## config.mk

```make
export PLATFORM = sky130hd
export DESIGN_NAME = http_chunked_body_decoder
export DESIGN_NICKNAME = d
export VERILOG_FILES = /design/src/rtl/hcbd_pkg.sv /design/src/rtl/hcbd_skid.sv /design/src/rtl/http_chunked_body_decoder.sv
export SDC_FILE = /design/constraint.sdc
export NUM_CORES = 1
export LEC_CHECK = 0
export BUFFER_PORTS_ARGS = -buffer_cell sky130_fd_sc_hd__buf_2
export CAP_MARGIN = 0
export CORE_MARGIN = 5
export CORE_UTILIZATION = 56
export CTS_CLUSTER_DIAMETER = 50
export DETAILED_ROUTE_END_ITERATION = 12
export PLACE_DENSITY = 0.88
export SLEW_MARGIN = 25
export SYNTH_ARGS = -nofsm -noshare
export SYNTH_HDL_FRONTEND = slang
export SYNTH_SLANG_ARGS = --single-unit
```

## constraint.sdc

```tcl
create_clock -name clock -period 3.39 [get_ports clock]
set_input_delay 0 -clock clock [delete_from_list [all_inputs] [get_ports clock]]
set_output_delay 0 -clock clock [all_outputs]
set_load 0.1 [all_outputs]
```

## src/rtl/hcbd_pkg.sv

```systemverilog
// ----------------------------------------------------------------------------
// hcbd_pkg
// Shared types and constants of the HTTP chunked body decoder.
// ----------------------------------------------------------------------------
`default_nettype none

package hcbd_pkg;

   localparam int SIZE_W         = 32;  // chunk size and size limit width
   localparam int RCOUNT_W       = 32;  // width of the reported byte count
   localparam int HEX_DIGIT_BITS = 4;   // radix 16

   localparam logic [7:0] BYTE_CR = 8'h0D;
   localparam logic [7:0] BYTE_LF = 8'h0A;

   // Configuration register indexes
   localparam logic CSR_CHUNKED_MODE   = 1'b0;
   localparam logic CSR_MAX_BODY_BYTES = 1'b1;

   typedef enum logic [5:0] {
      PH_SIZE    = 6'b000001,
      PH_SIZE_LF = 6'b000010,
      PH_DATA    = 6'b000100,
      PH_DATA_CR = 6'b001000,
      PH_DATA_LF = 6'b010000,
      PH_TRAILER = 6'b100000
   } phase_type;

   typedef struct packed {
      logic       new_body;
      logic [7:0] data_byte;
   } req_type;

   typedef struct packed {
      logic                out_valid;
      logic [7:0]          out_byte;
      logic                body_done;
      logic                overflow;
      logic [RCOUNT_W-1:0] received_count;
   } rsp_type;

   // {is_hex, value}
   function automatic logic [HEX_DIGIT_BITS:0] hex_digit(input logic [7:0] b);
      logic [HEX_DIGIT_BITS:0] r;
      r = '0;
      if (b >= 8'h30 && b <= 8'h39) begin
         r = {1'b1, b[3:0]};
      end else if ((b >= 8'h61 && b <= 8'h66) || (b >= 8'h41 && b <= 8'h46)) begin
         r = {1'b1, 4'(b[3:0] + 4'd9)};
      end
      return r;
   endfunction

endpackage

`default_nettype wire

```

## src/rtl/hcbd_skid.sv

```systemverilog
// ----------------------------------------------------------------------------
// hcbd_skid
// Two-entry result buffer: output register plus skid register, so the
// upstream stall is a registered signal and a beat is taken while the
// output register is held.
// ----------------------------------------------------------------------------
`default_nettype none

module hcbd_skid (
   input  wire logic             clock,
   input  wire logic             reset,
   input  wire logic             in_valid,
   input  wire hcbd_pkg::rsp_type in_data,
   output logic                  in_stall,
   output logic                  out_valid,
   output hcbd_pkg::rsp_type     out_data,
   input  wire logic             out_stall
);

   logic              main_valid_ff, main_valid_in;
   logic              skid_valid_ff, skid_valid_in;
   hcbd_pkg::rsp_type main_data_ff,  main_data_in;
   hcbd_pkg::rsp_type skid_data_ff,  skid_data_in;

   assign in_stall  = skid_valid_ff;
   assign out_valid = main_valid_ff;
   assign out_data  = main_data_ff;

   always_comb begin
      main_valid_in = main_valid_ff;
      skid_valid_in = skid_valid_ff;
      main_data_in  = main_data_ff;
      skid_data_in  = skid_data_ff;
      if (!main_valid_ff || !out_stall) begin
         if (skid_valid_ff) begin
            main_valid_in = 1'b1;
            main_data_in  = skid_data_ff;
            skid_valid_in = 1'b0;
         end else begin
            main_valid_in = in_valid;
            main_data_in  = in_data;
         end
      end else if (in_valid && !skid_valid_ff) begin
         skid_valid_in = 1'b1;
         skid_data_in  = in_data;
      end
   end

   always_ff @(posedge clock) begin
      if (reset) begin
         main_valid_ff <= 1'b0;
         skid_valid_ff <= 1'b0;
      end else begin
         main_valid_ff <= main_valid_in;
         skid_valid_ff <= skid_valid_in;
      end
   end

   always_ff @(posedge clock) begin
      main_data_ff <= main_data_in;
      skid_data_ff <= skid_data_in;
   end

endmodule

`default_nettype wire

```

## src/rtl/http_chunked_body_decoder.sv

```systemverilog
// ----------------------------------------------------------------------------
// http_chunked_body_decoder
// Byte-serial decoder of HTTP/1.1 response bodies, plain or chunked.
// ----------------------------------------------------------------------------
// Usage:
//   req channel: one body byte per beat, new_body set on the first byte of a
//   response (clears decoder state, keeps the registers).
//   rsp channel: exactly one result beat per request beat, in order.
//   csr port: index 0 chunked_mode, index 1 max_body_bytes; write only while
//   the block is idle.
// Throughput: one byte per clock while req_stall is low. The decode of a
// byte and the state update are done in the cycle it is accepted; the result
// is registered in the output register, or in the skid register while held.
// Reset: synchronous; registers back to 0 (plain mode, no limit), decoder in
// the size-line phase, result buffer empty.
// Stall: the result buffer holds two beats. While rsp_stall holds the output
// register, one more beat is taken into the skid register; then req_stall
// rises until the output drains.
// ----------------------------------------------------------------------------
`default_nettype none

module http_chunked_body_decoder #(
   parameter int SIZE_LINE_BUF = 16,
   parameter int COUNT_BITS    = 32
) (
   input  wire logic                       clock,
   input  wire logic                       reset,
   input  wire logic                       req_valid,
   output logic                            req_stall,
   input  wire hcbd_pkg::req_type          req_data,
   output logic                            rsp_valid,
   input  wire logic                       rsp_stall,
   output hcbd_pkg::rsp_type               rsp_data,
   input  wire logic                       csr_we,
   input  wire logic                       csr_index,
   input  wire logic [hcbd_pkg::SIZE_W-1:0] csr_wdata
);

   localparam int CW    = $clog2(SIZE_LINE_BUF);
   localparam int CMP_W = (COUNT_BITS > hcbd_pkg::SIZE_W) ? COUNT_BITS : hcbd_pkg::SIZE_W;
   localparam int AW    = hcbd_pkg::SIZE_W;
   localparam int HB    = hcbd_pkg::HEX_DIGIT_BITS;
   localparam logic [CW-1:0] CNT_LIMIT = CW'(SIZE_LINE_BUF - 1);

   // configuration
   logic          chunked_mode_ff;
   logic [AW-1:0] max_body_bytes_ff;

   // decoder state
   hcbd_pkg::phase_type   chunk_phase_ff,         chunk_phase_in;
   logic [CW-1:0]         size_char_count_ff,     size_char_count_in;
   logic [AW-1:0]         size_accumulator_ff,    size_accumulator_in;
   logic                  size_digits_stopped_ff, size_digits_stopped_in;
   logic [AW-1:0]         chunk_left_ff,          chunk_left_in;
   logic [COUNT_BITS-1:0] body_count_ff,          body_count_in;
   logic                  finished_ff,            finished_in;
   logic                  overflow_ff,            overflow_in;

   logic              accept;
   logic              res_stall;
   hcbd_pkg::rsp_type res;

   // decode temporaries
   hcbd_pkg::phase_type   ph_base;
   logic [CW-1:0]         cnt_base;
   logic [AW-1:0]         acc_base;
   logic                  stop_base;
   logic [AW-1:0]         left_base;
   logic [COUNT_BITS-1:0] bc_base;
   logic                  fin_base;
   logic                  ovf_base;
   logic [COUNT_BITS-1:0] bc_inc;
   logic [CMP_W-1:0]      bc_ext;
   logic                  limit_hit;
   logic [HB:0]           hex;
   logic [AW-1:0]         left_dec;
   logic                  take;
   logic                  deliver;
   logic [7:0]            b;
   logic [CMP_W-1:0]      bc_out_ext;

   assign req_stall = res_stall;
   assign accept    = req_valid && !res_stall;
   assign b         = req_data.data_byte;

   always_ff @(posedge clock) begin
      if (reset) begin
         chunked_mode_ff   <= 1'b0;
         max_body_bytes_ff <= '0;
      end else if (csr_we) begin
         unique case (csr_index)
            hcbd_pkg::CSR_CHUNKED_MODE:   chunked_mode_ff   <= csr_wdata[0];
            hcbd_pkg::CSR_MAX_BODY_BYTES: max_body_bytes_ff <= csr_wdata;
         endcase
      end
   end

   always_comb begin
      // new_body clears the body state before the byte is decoded
      if (req_data.new_body) begin
         ph_base   = hcbd_pkg::PH_SIZE;
         cnt_base  = '0;
         acc_base  = '0;
         stop_base = 1'b0;
         left_base = '0;
         bc_base   = '0;
         fin_base  = 1'b0;
         ovf_base  = 1'b0;
      end else begin
         ph_base   = chunk_phase_ff;
         cnt_base  = size_char_count_ff;
         acc_base  = size_accumulator_ff;
         stop_base = size_digits_stopped_ff;
         left_base = chunk_left_ff;
         bc_base   = body_count_ff;
         fin_base  = finished_ff;
         ovf_base  = overflow_ff;
      end

      bc_inc    = (bc_base == '1) ? bc_base : bc_base + COUNT_BITS'(1);
      bc_ext    = CMP_W'(bc_base);
      limit_hit = (max_body_bytes_ff != '0) && (bc_ext >= CMP_W'(max_body_bytes_ff));
      hex       = hcbd_pkg::hex_digit(b);
      left_dec  = (left_base != '0) ? left_base - AW'(1) : left_base;

      chunk_phase_in         = ph_base;
      size_char_count_in     = cnt_base;
      size_accumulator_in    = acc_base;
      size_digits_stopped_in = stop_base;
      chunk_left_in          = left_base;
      take                   = 1'b0;

      if (!fin_base) begin
         if (!chunked_mode_ff) begin
            take = 1'b1;
         end else begin
            unique case (ph_base)
               hcbd_pkg::PH_SIZE: begin
                  if (b == hcbd_pkg::BYTE_CR) begin
                     chunk_phase_in = hcbd_pkg::PH_SIZE_LF;
                  end else if (cnt_base < CNT_LIMIT) begin
                     size_char_count_in = cnt_base + CW'(1);
                     if (!stop_base) begin
                        if (!hex[HB]) begin
                           size_digits_stopped_in = 1'b1;
                        end else if (acc_base[AW-1 -: HB] != '0) begin
                           size_accumulator_in = '1;  // saturate
                        end else begin
                           size_accumulator_in = {acc_base[AW-HB-1:0], hex[HB-1:0]};
                        end
                     end
                  end
               end
               hcbd_pkg::PH_SIZE_LF: begin
                  if (b == hcbd_pkg::BYTE_LF) begin
                     chunk_left_in          = acc_base;
                     size_char_count_in     = '0;
                     size_accumulator_in    = '0;
                     size_digits_stopped_in = 1'b0;
                     chunk_phase_in         = (acc_base == '0) ? hcbd_pkg::PH_TRAILER
                                                               : hcbd_pkg::PH_DATA;
                  end
               end
               hcbd_pkg::PH_DATA: begin
                  chunk_left_in = left_dec;
                  take          = 1'b1;
                  if (left_dec == '0) begin
                     chunk_phase_in = hcbd_pkg::PH_DATA_CR;
                  end
               end
               hcbd_pkg::PH_DATA_CR: begin
                  if (b == hcbd_pkg::BYTE_CR) begin
                     chunk_phase_in = hcbd_pkg::PH_DATA_LF;
                  end
               end
               hcbd_pkg::PH_DATA_LF: begin
                  if (b == hcbd_pkg::BYTE_LF) begin
                     chunk_phase_in = hcbd_pkg::PH_SIZE;
                  end
               end
               hcbd_pkg::PH_TRAILER: begin
                  if (b == hcbd_pkg::BYTE_LF) begin
                     take = 1'b0;
                  end
               end
               default: begin
                  take = 1'b0;
               end
            endcase
         end
      end

      // payload byte: counted always, delivered unless over the limit
      body_count_in = take ? bc_inc : bc_base;
      deliver       = take && !limit_hit;
      overflow_in   = ovf_base || (take && limit_hit);
      finished_in   = fin_base || (take && limit_hit)
                      || (!fin_base && chunked_mode_ff && ph_base == hcbd_pkg::PH_TRAILER
                          && b == hcbd_pkg::BYTE_LF);

      bc_out_ext         = CMP_W'(body_count_in);
      res.out_valid      = deliver;
      res.out_byte       = deliver ? b : 8'h00;
      res.body_done      = finished_in;
      res.overflow       = overflow_in;
      res.received_count = bc_out_ext[hcbd_pkg::RCOUNT_W-1:0];
   end

   always_ff @(posedge clock) begin
      if (reset) begin
         chunk_phase_ff         <= hcbd_pkg::PH_SIZE;
         size_char_count_ff     <= '0;
         size_accumulator_ff    <= '0;
         size_digits_stopped_ff <= 1'b0;
         chunk_left_ff          <= '0;
         body_count_ff          <= '0;
         finished_ff            <= 1'b0;
         overflow_ff            <= 1'b0;
      end else if (accept) begin
         chunk_phase_ff         <= chunk_phase_in;
         size_char_count_ff     <= size_char_count_in;
         size_accumulator_ff    <= size_accumulator_in;
         size_digits_stopped_ff <= size_digits_stopped_in;
         chunk_left_ff          <= chunk_left_in;
         body_count_ff          <= body_count_in;
         finished_ff            <= finished_in;
         overflow_ff            <= overflow_in;
      end
   end

   hcbd_skid u_skid (
      .clock     (clock),
      .reset     (reset),
      .in_valid  (req_valid),
      .in_data   (res),
      .in_stall  (res_stall),
      .out_valid (rsp_valid),
      .out_data  (rsp_data),
      .out_stall (rsp_stall)
   );

endmodule

`default_nettype wire

```

; Word level (Yosys, flattened, before mapping)
; Cells that the tools add are included.
[classes]
add_sub_neg = 4
magnitude_cmp = 8
n_eq_ne = 9
muxes = 55
bitwise = 2
n_reduce_logical = 29
[op_table]
columns = operator, n
row1 = two-way mux 32 bit, 17
row2 = one-hot mux 32 bit (2 select lines), 2
row3 = zero test 32 bit, 2
row4 = nonzero test 32 bit, 2
row5 = two-way mux 6 bit, 9
row6 = two-way mux 43 bit, 1
row7 = "adder 32 x 1 -> 32 bit, second input constant", 1
row8 = "equality test 32 bit, second input constant", 1
row9 = greater-or-equal comparator 32 bit, 1
row10 = "subtractor 32 x 1 -> 32 bit, second input constant", 1
row11 = one-hot mux 6 bit (5 select lines), 1
row12 = two-way mux 4 bit, 6
row13 = "equality test 8 x 4 -> 1 bit, second input constant", 2
row14 = "greater-or-equal comparator 8 x 7 -> 1 bit, second input constant", 2
row15 = "less-or-equal comparator 8 x 7 -> 1 bit, second input constant", 2
row16 = two-way mux 1 bit, 14
row17 = logical AND 1 bit, 10
row18 = two-way mux 5 bit, 2
row19 = "greater-or-equal comparator 8 x 6 -> 1 bit, second input constant", 1
row20 = "less-or-equal comparator 8 x 6 -> 1 bit, second input constant", 1
row21 = two-way mux 8 bit, 1
row22 = one-hot mux 4 bit (2 select lines), 1
row23 = "equality test 6 x 1 -> 1 bit, second input constant", 1
row24 = "equality test 6 x 2 -> 1 bit, second input constant", 1
row25 = 14 further kinds, 25
[totals]
ff_bits = 230
input_bits = 47
out_inout_bits = 45
word_cells = 129

; Longest topological paths before layout
[depth]
ltp_word = 13
depth_mapped = 18
depth_no_buf = 12

; Modules after synthesis
; Synthesis repeated with hierarchy kept, for this count alone.
[unflattened]
hier_cells = 1507
hier_area_um2 = 13377.8
[modules_own_cells]
columns = module, instances, cells_each, area_per_inst_um2, seq_area_each_um2
row1 = http_chunked_body_decoder, 1, 1366, 10012.1, 2842.7
row2 = hcbd_skid, 1, 141, 3365.7, 2622.5

; Worst setup path before layout
; Ideal clock, no wire load.
[synth_timing]
kind = flip-flop to flip-flop
from = register u_skid.main_valid_ff (netlist: u_skid.out_valid)
to = register u_skid.skid_data_ff[0] (netlist name) (enable)
setup_ps = 444
arrival_ps = 4201
required_ps = 2946
setup_slack_ps = -1255
path_stages_with_launch = 3
n_path_buf = 0
synth_period_minus_slack_ps = 4645
path_cell_list = dfxtp_1 -> nand2_1 -> nor2_1
[synth_via]
elab_chain_len = 4
[synth_rtl]
columns = item, line_no
row1 = from (decl), hcbd_skid.sv:20  ; logic main_valid_ff, main_valid_in;
row2 = from (signal assigned), hcbd_skid.sv:54  ; main_valid_ff <= main_valid_in;
row3 = zero test 1 bit, hcbd_skid.sv:34  ; if (!main_valid_ff || !out_stall) begin
row4 = logical OR 1 bit, hcbd_skid.sv:34
row5 = inverter 1 bit (no source line), n/a
row6 = AND reduction 2 bit (no source line), n/a
row7 = to (signal assigned), hcbd_skid.sv:61  ; skid_data_ff <= skid_data_in;
row8 = to (decl), hcbd_skid.sv:23  ; hcbd_pkg::rsp_type skid_data_ff, skid_data_in;
; Every way passes these cells.
; A chain may end at the register's enable or synchronous reset.

==> summary.txt <==
Routing
  – Post-Route WL: 44.66 mm
  – Avg WL per Cell: 21.44 um
  – Number of vias per cell: 6.546
  – DR iter-0 viols: 2,117
  – Vias post-DR: 13,640
  – TritonRoute pass-1 iters: 7
  – DRC: 0
  – Detail Route Antenna Nets: 0

Global route
  – Total gr overflow: 0
  – Vias in the first global route: 12,890
  – First-pass GRT wire length: 70.84 mm
  – Gr usage total: 0.3079
  – Largest net degree at the start of global routing: 74
  – Initial antenna violation count: 0

Placed design
  – DP Cell Count: 1,988
  – Placer Congestion: 1.023
  – DP Wirelength: 30.18 mm
  – I/O Buffers: 91

Clocking
  – CTS Sinks: 230
  – Clock root cell: clkbuf_16
  – CTS Buf Count: 27
  – Clk pin slew, worst setup/hold paths: 0.07 ns
  – Clk buf depth: 3
  – H-tree Lvls: 1
  – CTS tree: done
  – Later-pin clock latency in the skew report: 0.56 ns

Yosys
  – Sequential share of the synthesized area: 0.3995
  – Mapped Nets: 1,705
  – Post-Synthesis Cells: 1,619
  – Synth Area per Inst: 8.451 um^2
  – Top cell type's share of synthesized area: 0.2107
  – Yosys reg bits: 230
  – Synth async-reset ratio: 0
  – Post-synth top area cell: dfxtp_1
  – Area contributors post-synth: dfxtp_1 21%, edfxtp_1 19%, nand2_1 5.9%
  – Post-synth EDFFs: 86
  – Unique cell type count in the Yosys netlist: 87
  – Yosys warnings: 0
  – Synthesized cell area: 13,680 um^2
  – Predominant post-synthesis flop cell: dfxtp_1

STA
  – Max transition margin: 0.3033
  – Layout Skew: 0.02776 ns
  – Final Max Slew Viols: 0
  – RSZ-0062 raised after global routing: no
  – Hold Slack: 0.03102 ns
  – Period Utilization, post-route: 0.9400
  – Period minus WS final: 3.187 ns
  – Endpoints failing setup: 0
  – Max Fclk: 313.8 MHz
  – Worst Tran Pin Value: 1.045 ns
  – Hold Vio Cnt, Final: 0
  – Setup_tns: 0 ns

Finish
  – # nets final: 1,824
  – Final non-filler cell total: 2,083
  – Fillers: 1,866
  – Antenna Cells: 0
  – Share of cells above drive strength 1: 0.1586
  – Synth-to-layout area growth: 17.01%

Critical path
  – Worst Path Required: 3.74 ns
  – CP arrival: 3.53 ns
  – End point of the critical path: u_skid.skid_data_ff[41]
  – Critical path, cell by cell: nor2b_2 > ha_1 > and4_1 > a211oi_1 > o221ai_1 > a31oi_1 > o31ai_1 > a21o_1 > o21a_1 > buf_4 > nor3b_1
  – Reg2Reg Setup Slack: 0.20 ns
  – Critical path's slowest cell: dfxtp_1
  – Worst Setup End Kind: flop
  – Crit-path max FO: 17
  – CP Class: reg -> reg
  – Largest stage delay, worst path: 0.45 ns
  – Crit path launch: body_count_ff[6]
  – Reg-to-Reg Start: body_count_ff[6]
  – Element type at the critical path start: flop
  – R2r worst-path depth: 11
  – RR Endpoint: u_skid.skid_data_ff[41]

Power
  – VDD IR max: 0.0004585 V
  – LEAKAGE: 0.006456 uW
  – Power density over the cells: 450.1 nW/um^2

Floorplan
  – Core area: 24,180 um^2
  – Ports: 92
  – Starting density of the core: 0.5659
  – Die Y: 166.3 um
  – Die Wd: 166.3 um
  – Total die area: 27,660 um^2
  – Rows: 57

Status
  – Outcome: completed

Worst hold path
  – HP Class: in -> reg
  – Worst Hold Depth: 2

Run
  – Maximum capacitance violations: 0
registers in the layout (all words and copies together) (netlist names), 4 cells and up:
name / cells
body_count_ff: 32
chunk_left_ff: 32
chunk_phase_ff: 6
max_body_bytes_ff: 32
size_accumulator_ff: 32
size_char_count_ff: 4
u_skid.out_data: 43
u_skid.skid_data_ff: 43
report_power, final:
part,total [uW],internal [uW],switching [uW]
clock network,2980,1690,1290
registers,3060,3000,68.0
logic,1160,290,875
total,7210,4970,2230
stage by stage:
step | util | setup WS [ns] | power (uW) | area (um^2)
finish | 0.6622 | 0.2032 | 7206 | 16010
global route | 0.6622 | 0.02619 | 7406 | 16010
CTS | 0.6604 | 0.1216 | 7172 | 15970
detailed placement | 0.6047 | 0.1934 | 4206 | 14620
global placement | 0.6034 | 0.2258 | 4172 | 14590
floorplan | - | 0.01461 | 3958 | 13700
worst min path at each step:
stage                     slack (ns)                    end     startpoint
after floorplan                 0.14  max_body_bytes_ff[10]  csr_wdata[10]
after global placement          0.24   max_body_bytes_ff[2]   csr_wdata[2]
after detailed placement        0.25   max_body_bytes_ff[5]   csr_wdata[5]
after CTS                       0.02  size_char_count_ff[1]          reset
after global routing            0.06       chunk_left_ff[0]          reset
final                           0.03       chunk_left_ff[1]          reset
critical path: cells and delay by family, from the launching register on:
kind / cells / cell delay, ns
buffers and inverters: 1 / 0.25
DFF: 1 / 0.45
adders and majority gates: 1 / 0.28
AOI/OAI and AO/OA: 6 / 1.24
and+or+nand+nor: 3 / 0.77
per-layer routing:
metal  routed length [um]  global-route usage  share of wire
met5                    0                   0              0
met4                 1662             0.09392          0.037
met1                17710              0.4210           0.40
met3                 5005             0.06332           0.11
met2                20280              0.4956           0.45
synthesized netlist by cell type (7+ instances only):
| cell | n |
|---|---|
| o21a_1 | 7 |
| buf_1 | 11 |
| inv_1 | 56 |
| or3_1 | 10 |
| dfxtp_1 | 144 |
| o22ai_1 | 17 |
| and4_1 | 9 |
| buf_2 | 13 |
| or4_1 | 10 |
| clkbuf_1 | 86 |
| nor2b_1 | 50 |
| a22oi_1 | 30 |
| nand2_1 | 216 |
| o211a_1 | 9 |
| xor2_1 | 22 |
| edfxtp_1 | 86 |
| nand4_1 | 28 |
| and3_1 | 7 |
| nor4_1 | 32 |
| nand2b_1 | 15 |
| a21o_1 | 21 |
| and2_1 | 10 |
| nand3_1 | 26 |
| a21oi_1 | 136 |
| a31oi_1 | 13 |
| o31ai_1 | 13 |
| a211o_1 | 8 |
| nor3_1 | 46 |
| xnor2_1 | 25 |
| o21ai_0 | 84 |
| a211oi_1 | 7 |
| ha_1 | 39 |
| mux2i_1 | 27 |
| nor2_1 | 158 |
| mux2_2 | 29 |
cell families after synthesis:
group | Yosys count | synth area share
flip-flops | 230 | 0.3995
AND/OR/NAND/NOR | 664 | 0.2461
adder cells (fa/ha/maj) | 39 | 0.03567
buffers and inverters | 172 | 0.05167
multiplexers | 56 | 0.04362
XOR/XNOR | 47 | 0.03009
AO/OA/AOI/OAI | 411 | 0.1934
cell type report:
class,instances,area [um^2],share of cell area
clock buffer,34,711.9,0.04447
timing repair buffer,206,1454,0.09082
multi-input combinational,1217,7567,0.4727
clock inverter,16,193.9,0.01211
inverter,56,210.2,0.01313
tap,324,405.4,0.02532
sequential,230,5466,0.3415
cells in the final DEF (no fill, tap or decap), drive strengths merged, types with 29 or more instances in the layout:
cell	n
nor2	159
clkbuf	34
mux2	29
inv	61
buf	162
nor4	41
edfxtp	86
ha	39
dlygate4sd3	44
dfxtp	144
nor3	49
a21oi	138
nor2b	50
a22oi	30
o21ai	86
nand2	216
what timing repair did:
item / in CTS / in global routing
hold buffers: 44 / 0
setup endpoints to repair: 0 / 3
setup buffers: 0 / 1
resized for setup: 0 / 7
endpoints found under the hold margin: 69 / 0
No activity file was read; power rests on OpenSTA's default activity.
